$ cat src/rtl/core/ternary_fingering_match_table_unit_defines.svh
// Assertion macros for the ternary fingering match table unit.
// Taken in by the top level only; no other dependencies.
`ifndef TERNARY_FINGERING_MATCH_TABLE_UNIT_DEFINES_SVH
`define TERNARY_FINGERING_MATCH_TABLE_UNIT_DEFINES_SVH

// Same-cycle implication, disabled while in reset.
`define TFM_ASSERT_IMP(label, clk, rst_n, ante, cons) \
    label: assert property (@(posedge clk) disable iff (!rst_n) (ante) |-> (cons)) \
        else $error("tfm assertion failed");

// Next-cycle implication, disabled while in reset.
`define TFM_ASSERT_NXT(label, clk, rst_n, ante, cons) \
    label: assert property (@(posedge clk) disable iff (!rst_n) (ante) |=> (cons)) \
        else $error("tfm assertion failed");

`endif

$ cat src/rtl/core/tfm_pkg.sv
`timescale 1ns / 1ps
// Shared constants and types for the ternary fingering match table.
// No dependencies.
package tfm_pkg;

    localparam int ENTRIES       = 16;
    localparam int IDX_W         = $clog2(ENTRIES);
    localparam int HOLES         = 9;
    localparam int PATTERN_BYTES = 5;
    localparam int HOLE_K_W      = $clog2(PATTERN_BYTES);

    localparam int IN_BITS   = 8 + HOLES;
    localparam int S_TDATA_W = ((IN_BITS + 7) / 8) * 8;
    localparam int M_TDATA_W = 8;
    localparam int M_TUSER_W = 2;

    // configuration register indexes
    localparam int CFG_IDX_W = 3;
    localparam logic [CFG_IDX_W-1:0] CFG_COVERED_CODE      = 3'd0;
    localparam logic [CFG_IDX_W-1:0] CFG_OPEN_THRESHOLD    = 3'd1;
    localparam logic [CFG_IDX_W-1:0] CFG_DONT_CARE_CODE    = 3'd2;
    localparam logic [CFG_IDX_W-1:0] CFG_START_PACKET_ID   = 3'd3;
    localparam logic [CFG_IDX_W-1:0] CFG_PATTERN_PACKET_ID = 3'd4;

    // action codes
    localparam logic ACT_LOAD   = 1'b0;
    localparam logic ACT_LOOKUP = 1'b1;

    localparam logic [7:0] DONT_CARE_RESET = 8'h0F;

    typedef struct packed {
        logic [3:0] covered_code;
        logic [3:0] open_threshold;
        logic [7:0] dont_care_code;
    } tfm_match_cfg_t;

    // write request broadcast along the row of cells
    typedef struct packed {
        logic                clear;
        logic [7:0]          fill;
        logic                note_we;
        logic                hole_we;
        logic                hole_or;
        logic [HOLE_K_W-1:0] hole_k;
        logic [IDX_W-1:0]    slot;
        logic [7:0]          data;
    } tfm_wr_t;

    // lookup token that walks the row one cell per cycle
    typedef struct packed {
        logic             valid;
        logic [HOLES-1:0] pattern;
        logic             found;
        logic [7:0]       note;
    } tfm_query_t;

    typedef struct packed {
        logic       table_enabled;
        logic       matched;
        logic [7:0] note;
    } tfm_result_t;

endpackage

$ cat src/rtl/core/ternary_fingering_match_table_unit.sv
`timescale 1ns / 1ps
// Ternary fingering match table, first-hit priority, as a row of ENTRIES cells.
// A load transfer may be followed by another transfer in the next cycle.
// Lookup transfer: the token passes through the ENTRIES cell registers and
// then the output register before m_tvalid rises; no next transfer is
// accepted until the result has left the row and the skid stage is empty.
// rst_n is asynchronous, active low; the table is in its cleared state at once.
// Depends on tfm_pkg, tfm_cell, tfm_loader and the defines header.
`include "ternary_fingering_match_table_unit_defines.svh"

module ternary_fingering_match_table_unit
    import tfm_pkg::*;
(
    input  logic                 clk,
    input  logic                 rst_n,
    // input stream
    input  logic                 s_tvalid,
    output logic                 s_tready,
    input  logic [S_TDATA_W-1:0] s_tdata,   // [7:0] packet_byte, [16:8] sensor_pattern
    input  logic                 s_tuser,   // [0] action
    // result stream
    output logic                 m_tvalid,
    input  logic                 m_tready,
    output logic [M_TDATA_W-1:0] m_tdata,   // [7:0] note
    output logic [M_TUSER_W-1:0] m_tuser,   // [0] matched, [1] table_enabled
    // configuration writes
    input  logic                 cfg_valid,
    output logic                 cfg_ready,
    input  logic [CFG_IDX_W-1:0] cfg_index,
    input  logic [7:0]           cfg_data
);

    // ------------------------------------------------------------------
    // Configuration registers
    // ------------------------------------------------------------------
    logic [3:0] covered_code_reg;
    logic [3:0] open_threshold_reg;
    logic [7:0] dont_care_code_reg;
    logic [7:0] start_packet_id_reg;
    logic [7:0] pattern_packet_id_reg;

    assign cfg_ready = 1'b1;

    always_ff @(posedge clk or negedge rst_n)
    begin
        if (!rst_n)
        begin
            covered_code_reg      <= 4'd1;
            open_threshold_reg    <= 4'd2;
            dont_care_code_reg    <= DONT_CARE_RESET;
            start_packet_id_reg   <= 8'd0;
            pattern_packet_id_reg <= 8'd1;
        end
        else if (cfg_valid && cfg_ready)
        begin
            unique case (cfg_index)
                CFG_COVERED_CODE:      covered_code_reg      <= cfg_data[3:0];
                CFG_OPEN_THRESHOLD:    open_threshold_reg    <= cfg_data[3:0];
                CFG_DONT_CARE_CODE:    dont_care_code_reg    <= cfg_data;
                CFG_START_PACKET_ID:   start_packet_id_reg   <= cfg_data;
                CFG_PATTERN_PACKET_ID: pattern_packet_id_reg <= cfg_data;
                default: ;   // unused indexes are dropped
            endcase
        end
    end

    tfm_match_cfg_t match_cfg;
    assign match_cfg.covered_code   = covered_code_reg;
    assign match_cfg.open_threshold = open_threshold_reg;
    assign match_cfg.dont_care_code = dont_care_code_reg;

    // ------------------------------------------------------------------
    // Input side. The input stream stalls while a lookup walks the row, so
    // the cells and the entry count are frozen for it. The skid stage lets one
    // finished result wait behind a stalled output; no transfer is taken while it waits.
    // ------------------------------------------------------------------
    logic       busy_reg;
    logic       skid_valid_reg;
    logic       s_fire;
    logic       load_fire;
    logic       lookup_fire;

    assign s_tready    = !busy_reg && !skid_valid_reg;
    assign s_fire      = s_tvalid && s_tready;
    assign load_fire   = s_fire && (s_tuser == ACT_LOAD);
    assign lookup_fire = s_fire && (s_tuser == ACT_LOOKUP);

    // ------------------------------------------------------------------
    // Packet parser
    // ------------------------------------------------------------------
    tfm_wr_t          wr;
    logic [IDX_W-1:0] entry_count;

    tfm_loader u_loader (
        .clk         (clk),
        .rst_n       (rst_n),
        .load_fire   (load_fire),
        .packet_byte (s_tdata[7:0]),
        .start_id    (start_packet_id_reg),
        .pattern_id  (pattern_packet_id_reg),
        .dont_care   (dont_care_code_reg),
        .wr          (wr),
        .entry_count (entry_count)
    );

    // ------------------------------------------------------------------
    // Row of cells: cell i holds entry i. The lookup token enters cell 0
    // on acceptance; the first searchable cell that agrees marks it found
    // and later cells pass it on untouched.
    // ------------------------------------------------------------------
    tfm_query_t q_link [ENTRIES+1];

    always_comb
    begin
        q_link[0]         = '0;
        q_link[0].valid   = lookup_fire;
        q_link[0].pattern = s_tdata[8 +: HOLES];
    end

    for (genvar i = 0; i < ENTRIES; i++)
    begin : g_cell
        tfm_cell u_cell (
            .clk         (clk),
            .rst_n       (rst_n),
            .cell_id     (IDX_W'(i)),
            .entry_count (entry_count),
            .match_cfg   (match_cfg),
            .wr          (wr),
            .q_in        (q_link[i]),
            .q_out       (q_link[i+1])
        );
    end

    logic        res_valid;
    tfm_result_t res;

    assign res_valid         = q_link[ENTRIES].valid;
    assign res.note          = q_link[ENTRIES].note;
    assign res.matched       = q_link[ENTRIES].found;
    assign res.table_enabled = (entry_count != '0);

    always_ff @(posedge clk or negedge rst_n)
    begin
        if (!rst_n)
            busy_reg <= 1'b0;
        else if (lookup_fire)
            busy_reg <= 1'b1;
        else if (res_valid)
            busy_reg <= 1'b0;
    end

    // ------------------------------------------------------------------
    // Output register plus skid stage
    // ------------------------------------------------------------------
    logic        out_valid_reg;
    tfm_result_t out_reg;
    tfm_result_t skid_reg;
    logic        m_fire;

    assign m_fire = m_tvalid && m_tready;

    always_ff @(posedge clk or negedge rst_n)
    begin
        if (!rst_n)
        begin
            out_valid_reg  <= 1'b0;
            skid_valid_reg <= 1'b0;
        end
        else if (m_fire || !out_valid_reg)
        begin
            if (skid_valid_reg)
            begin
                out_valid_reg  <= 1'b1;
                skid_valid_reg <= res_valid;
            end
            else
            begin
                out_valid_reg <= res_valid;
            end
        end
        else if (res_valid)
        begin
            skid_valid_reg <= 1'b1;
        end
    end

    always_ff @(posedge clk)
    begin
        if (m_fire || !out_valid_reg)
        begin
            if (skid_valid_reg)
            begin
                out_reg <= skid_reg;
                if (res_valid)
                    skid_reg <= res;
            end
            else if (res_valid)
            begin
                out_reg <= res;
            end
        end
        else if (res_valid)
        begin
            skid_reg <= res;
        end
    end

    assign m_tvalid = out_valid_reg;
    assign m_tdata  = out_reg.note;
    assign m_tuser  = {out_reg.table_enabled, out_reg.matched};

    // ------------------------------------------------------------------
    // Assertions
    // ------------------------------------------------------------------
    // each result leaving the row is an accepted lookup delayed through every cell register
    `TFM_ASSERT_IMP(a_res_timing, clk, rst_n, res_valid, $past(lookup_fire, ENTRIES))
    // the row only produces while a lookup is outstanding
    `TFM_ASSERT_IMP(a_res_busy, clk, rst_n, res_valid, busy_reg)
    // skid holds data only behind a full output register
    `TFM_ASSERT_IMP(a_skid_order, clk, rst_n, skid_valid_reg, out_valid_reg)
    // table size frozen while a lookup walks the row
    `TFM_ASSERT_NXT(a_count_frozen, clk, rst_n, busy_reg, $stable(entry_count))

endmodule

$ cat src/rtl/core/tfm_cell.sv
`timescale 1ns / 1ps
// One table entry: hole codes, note byte, and one stage of the lookup row.
// Depends on tfm_pkg.
module tfm_cell
    import tfm_pkg::*;
(
    input  logic           clk,
    input  logic           rst_n,
    input  logic [IDX_W-1:0] cell_id,
    input  logic [IDX_W-1:0] entry_count,
    input  tfm_match_cfg_t match_cfg,
    input  tfm_wr_t        wr,
    input  tfm_query_t     q_in,
    output tfm_query_t     q_out
);

    logic [7:0] hole_reg [PATTERN_BYTES];
    logic [7:0] note_reg;
    tfm_query_t q_reg;
    tfm_query_t q_next;
    logic       agrees;
    logic       hit;

    always_ff @(posedge clk or negedge rst_n)
    begin
        if (!rst_n)
        begin
            for (int b = 0; b < PATTERN_BYTES; b++)
            begin
                hole_reg[b] <= DONT_CARE_RESET;
            end
            note_reg <= 8'd0;
        end
        else if (wr.clear)
        begin
            for (int b = 0; b < PATTERN_BYTES; b++)
            begin
                hole_reg[b] <= wr.fill;
            end
            note_reg <= 8'd0;
        end
        else if (wr.slot == cell_id)
        begin
            if (wr.note_we)
            begin
                note_reg <= wr.data;
            end
            if (wr.hole_we)
            begin
                if (wr.hole_or)
                    hole_reg[wr.hole_k] <= hole_reg[wr.hole_k] | {wr.data[3:0], 4'h0};
                else
                    hole_reg[wr.hole_k] <= wr.data;
            end
        end
    end

    // hole j: byte j/2, low nibble for even j; pattern bit HOLES-1-j
    always_comb
    begin
        logic [3:0] code;
        logic       covered;
        agrees = 1'b1;
        for (int j = 0; j < HOLES; j++)
        begin
            code    = j[0] ? hole_reg[j >> 1][7:4] : hole_reg[j >> 1][3:0];
            covered = q_in.pattern[HOLES-1-j];
            if ({4'h0, code} != match_cfg.dont_care_code)
            begin
                if (!((covered && code == match_cfg.covered_code) ||
                      (!covered && code >= match_cfg.open_threshold)))
                    agrees = 1'b0;
            end
        end
    end

    assign hit = (cell_id < entry_count) && agrees && !q_in.found;

    always_comb
    begin
        q_next       = q_in;
        q_next.found = q_in.found | hit;
        q_next.note  = hit ? note_reg : q_in.note;
    end

    always_ff @(posedge clk or negedge rst_n)
    begin
        if (!rst_n)
            q_reg <= '0;
        else
            q_reg <= q_next;
    end

    assign q_out = q_reg;

endmodule

$ cat src/rtl/core/tfm_loader.sv
`timescale 1ns / 1ps
// Packet stream parser: tracks length, byte index, packet id and entry count,
// and issues write requests to the cells. Depends on tfm_pkg.
module tfm_loader
    import tfm_pkg::*;
(
    input  logic             clk,
    input  logic             rst_n,
    input  logic             load_fire,
    input  logic [7:0]       packet_byte,
    input  logic [7:0]       start_id,
    input  logic [7:0]       pattern_id,
    input  logic [7:0]       dont_care,
    output tfm_wr_t          wr,
    output logic [IDX_W-1:0] entry_count
);

    localparam logic [7:0] BI_ID      = 8'd0;
    localparam logic [7:0] BI_NOTE    = 8'd1;
    localparam logic [7:0] BI_CTRL    = 8'd2;
    localparam logic [7:0] BI_PAYLOAD = 8'd3;

    logic [7:0]       pkt_len_reg, pkt_len_next;
    logic [7:0]       bi_reg, bi_next;
    logic [7:0]       cur_id_reg, cur_id_next;
    logic [IDX_W-1:0] count_reg, count_next;
    logic [7:0]       bi_inc;
    logic [7:0]       off;
    logic [6:0]       k_full;
    logic             clear_hit;

    assign bi_inc = bi_reg + 8'd1;
    assign off    = bi_reg - BI_PAYLOAD;
    assign k_full = off[7:1];

    always_comb
    begin
        pkt_len_next = pkt_len_reg;
        bi_next      = bi_reg;
        cur_id_next  = cur_id_reg;
        count_next   = count_reg;
        clear_hit    = 1'b0;
        wr           = '0;
        wr.fill      = dont_care;
        wr.slot      = count_reg;
        wr.data      = packet_byte;
        wr.hole_k    = k_full[HOLE_K_W-1:0];
        if (load_fire)
        begin
            if (pkt_len_reg == 8'd0)
            begin
                pkt_len_next = packet_byte;
                bi_next      = 8'd0;
            end
            else
            begin
                unique case (bi_reg)
                    BI_ID:
                    begin
                        cur_id_next = packet_byte;
                        clear_hit   = (packet_byte == start_id);
                    end
                    BI_NOTE: wr.note_we = 1'b1;
                    BI_CTRL: ;
                    default:
                    begin
                        if (cur_id_reg == pattern_id && k_full < 7'(PATTERN_BYTES))
                        begin
                            wr.hole_we = 1'b1;
                            wr.hole_or = !bi_reg[0];
                        end
                    end
                endcase
                if (clear_hit)
                begin
                    // start packet: table wiped, next byte is a length again
                    wr.clear     = 1'b1;
                    count_next   = '0;
                    pkt_len_next = 8'd0;
                    cur_id_next  = 8'd0;
                    bi_next      = 8'd1;
                end
                else
                begin
                    bi_next = bi_inc;
                    if (bi_inc == pkt_len_reg)
                    begin
                        pkt_len_next = 8'd0;
                        if (count_reg != IDX_W'(ENTRIES - 1))
                            count_next = count_reg + IDX_W'(1);
                    end
                end
            end
        end
    end

    always_ff @(posedge clk or negedge rst_n)
    begin
        if (!rst_n)
        begin
            pkt_len_reg <= 8'd0;
            bi_reg      <= 8'd0;
            cur_id_reg  <= 8'd0;
            count_reg   <= '0;
        end
        else
        begin
            pkt_len_reg <= pkt_len_next;
            bi_reg      <= bi_next;
            cur_id_reg  <= cur_id_next;
            count_reg   <= count_next;
        end
    end

    assign entry_count = count_reg;

endmodule
$ cat config.mk
export PLATFORM = sky130hd
export DESIGN_NAME = ternary_fingering_match_table_unit
export DESIGN_NICKNAME = d
export VERILOG_FILES = /design/src/rtl/core/tfm_pkg.sv /design/src/rtl/core/ternary_fingering_match_table_unit.sv /design/src/rtl/core/tfm_cell.sv /design/src/rtl/core/tfm_loader.sv
export VERILOG_INCLUDE_DIRS = /design/src /design/src/rtl/core
export SDC_FILE = /design/constraint.sdc
export NUM_CORES = 2
export LEC_CHECK = 0
export BUFFER_PORTS_ARGS = -buffer_cell sky130_fd_sc_hd__buf_2
export CORE_MARGIN = 8
export CORE_UTILIZATION = 30
export DETAILED_ROUTE_END_ITERATION = 8
export GPL_TIMING_DRIVEN = 0
export PLACE_DENSITY = 0.56
export SLEW_MARGIN = 30
export SYNTH_ARGS = -nofsm -noshare
export SYNTH_HDL_FRONTEND = slang
export SYNTH_HIERARCHICAL = 1
export SYNTH_SLANG_ARGS = --single-unit
$ cat constraint.sdc
create_clock -name clk -period 14.51 [get_ports clk]
set_input_delay 1.451 -clock clk [delete_from_list [all_inputs] [get_ports clk]]
set_output_delay 1.451 -clock clk [all_outputs]
set_load 0.02 [all_outputs]
==> results.json <==
{
  "status": "finished, final reports clean",
  "end_kind": "flop",
  "die_w_um": 537.9,
  "cp_data_arrival_time_ns": 6.82,
  "fmax_mhz": 163.7,
  "hold_class": "reg -> reg",
  "cts.clk_slew.worst_paths_ns": 0.06,
  "root_buffer": "clkbuf_16",
  "die_h_um": 537.9,
  "viasPerCell": 5.640,
  "skew_ns": 0.02391,
  "drc": 0,
  "drive_gt1_share_pct": 14.79,
  "wl_mm": 286.9,
  "hold_viol_final": 0,
  "rsz0062_at_grt": "false",
  "antenna_found_initial": 25,
  "ys_warn_count": 6,
  "final.setup.tns_ns": 0,
  "drtIter0Drc": 7014,
  "cts_resized": 0,
  "grt.total_usage_pct": 19.09,
  "crit_type": "reg -> reg",
  "grt_pass1_vias": 67103,
  "cts_buffers": 132,
  "clock_latency_ns": 0.80,
  "tightest_slew_ns": 1.107,
  "setup_viol": 0,
  "post-route-period-util_pct": 42.11,
  "cts_tree": "yes",
  "syn_area_mm2": 0.08172,
  "relSlewSlack_pct": 26.20,
  "largest_register_ffs": 640,
  "core-area_mm2": 0.2710,
  "first_pass_iters": 8,
  "drtAntennaViolNets": 0,
  "final_cell_mix": "1125 x xor2_1, 785 x dfrtp_1, 628 x ha_1",
  "slew_viol_final": 0,
  "start_kind": "flop",
  "rows": 191,
  "synthToLayoutAreaGrowth_pct": 13.56,
  "post_drt_wl_per_cell_um": 24.07,
  "syn_inst": 7815,
  "leakage_uw": 0.04532,
  "dieArea_mm2": 0.2894,
  "critPathRequiredTime_ns": 15.22,
  "min_period_ns": 6.110,
  "grt_max_degree": 126,
  "hpwl_mm": 196.1,
  "ctsHoldBuffers": 0,
  "clock_sinks": 1146,
  "synth_area_per_cell_um2": 10.46,
  "via_count": 67234,
  "start_util_pct": 30.16,
  "nets": 8861,
  "ios": 54,
  "io_buffers": 45,
  "power_uw": 11840,
  "cap_violations": 0,
  "peakVddDrop_uv": 106.6,
  "htree_levels": 4,
  "cp_max_fo": 10,
  "layout_commonest_cell": "xor2_1",
  "power_density_mw_per_mm2": 127.6,
  "cts_max_path_buffers": 3,
  "gr-total-overflow": 0,
  "grt_pass1_wl_mm": 426.9,
  "place_congestion": 0.8805,
  "cts_setup_buffers": 0
}
path summary, 6_finish.rpt:
check                                                 startpoint                                         to  slack (ns)  depth (start not counted)
max in group asynchronous                                  rst_n            covered_code_reg[1]$_DFFE_PN0P_       11.05                          6
min reg2reg                g_cell[13].u_cell/q_out[18]$_DFF_PN0_      g_cell[14].u_cell/q_out[18]$_DFF_PN0_        0.35                          0
max reg2reg                           skid_valid_reg$_DFFE_PN0P_  g_cell[0].u_cell/hole_reg[36]$_DFFE_PN0P_        8.40                         17
max                                   skid_valid_reg$_DFFE_PN0P_  g_cell[0].u_cell/hole_reg[36]$_DFFE_PN0P_        8.40                         17
min                        g_cell[13].u_cell/q_out[18]$_DFF_PN0_      g_cell[14].u_cell/q_out[18]$_DFF_PN0_        0.35                          0
min in group asynchronous                                  rst_n   g_cell[0].u_cell/hole_reg[5]$_DFFE_PN0P_        0.52                          1
layer usage:
metal,vias up,track usage [%],part of all wire [%]
li1,29653,-,-
met1,33500,25.73,43
met2,3315,29.12,44
met3,766,4.338,8.7
met4,0,8.563,4.2
met5,-,0.4329,0
metrics by stage:
step	utilization (%)	cells	setup slack (ns)	hold WS (ns)	instance area, µm²
6_report	34.24	11920	8.400	0.3479	92800
5_1_grt	34.21	11887	8.112	0.3567	92720
4_1_cts	34.20	11873	8.471	0.3528	92680
3_5_place_dp	32.52	11627	7.767	0.3363	88140
3_3_place_gp	32.08	11566	-12.40	0.3435	86920
2_1_floorplan	-	7951	3.837	0.3312	82230
cell type report:
type                       count  area (µm²)
antenna                       47       117.6
buffer                       348        2125
clock buffer                 182        3746
clock inverter                64       787.0
fill                       27138      178200
inverter                     269        1010
multi-input combinational   6188       50020
sequential                  1146       29250
tap                         3570        4467
timing repair buffer         106        1276
critical path: stages, from the launching register on:
cell       delay [ns]
dfrtp_1          0.36
clkbuf_1         0.17
buf_2            0.23
nor4b_2          0.64
nor2b_1          0.56
o2111ai_1        0.29
nor4_2           0.80
buf_2            0.31
buf_2            0.25
buf_2            0.28
buf_2            0.27
buf_2            0.25
buf_2            0.25
clkbuf_1         0.40
nor2_1           0.09
a31oi_1          0.51
mux2i_1          0.16
a21oi_1          0.18
power by group:
group	total, µW	internal (µW)	switching [µW]	leakage, µW
clock network	3510	2030	1480	0.00222
logic	4570	1530	3030	0.0292
registers	3760	3420	347	0.0139
Note: power is estimated with default switching activity, not from simulation.
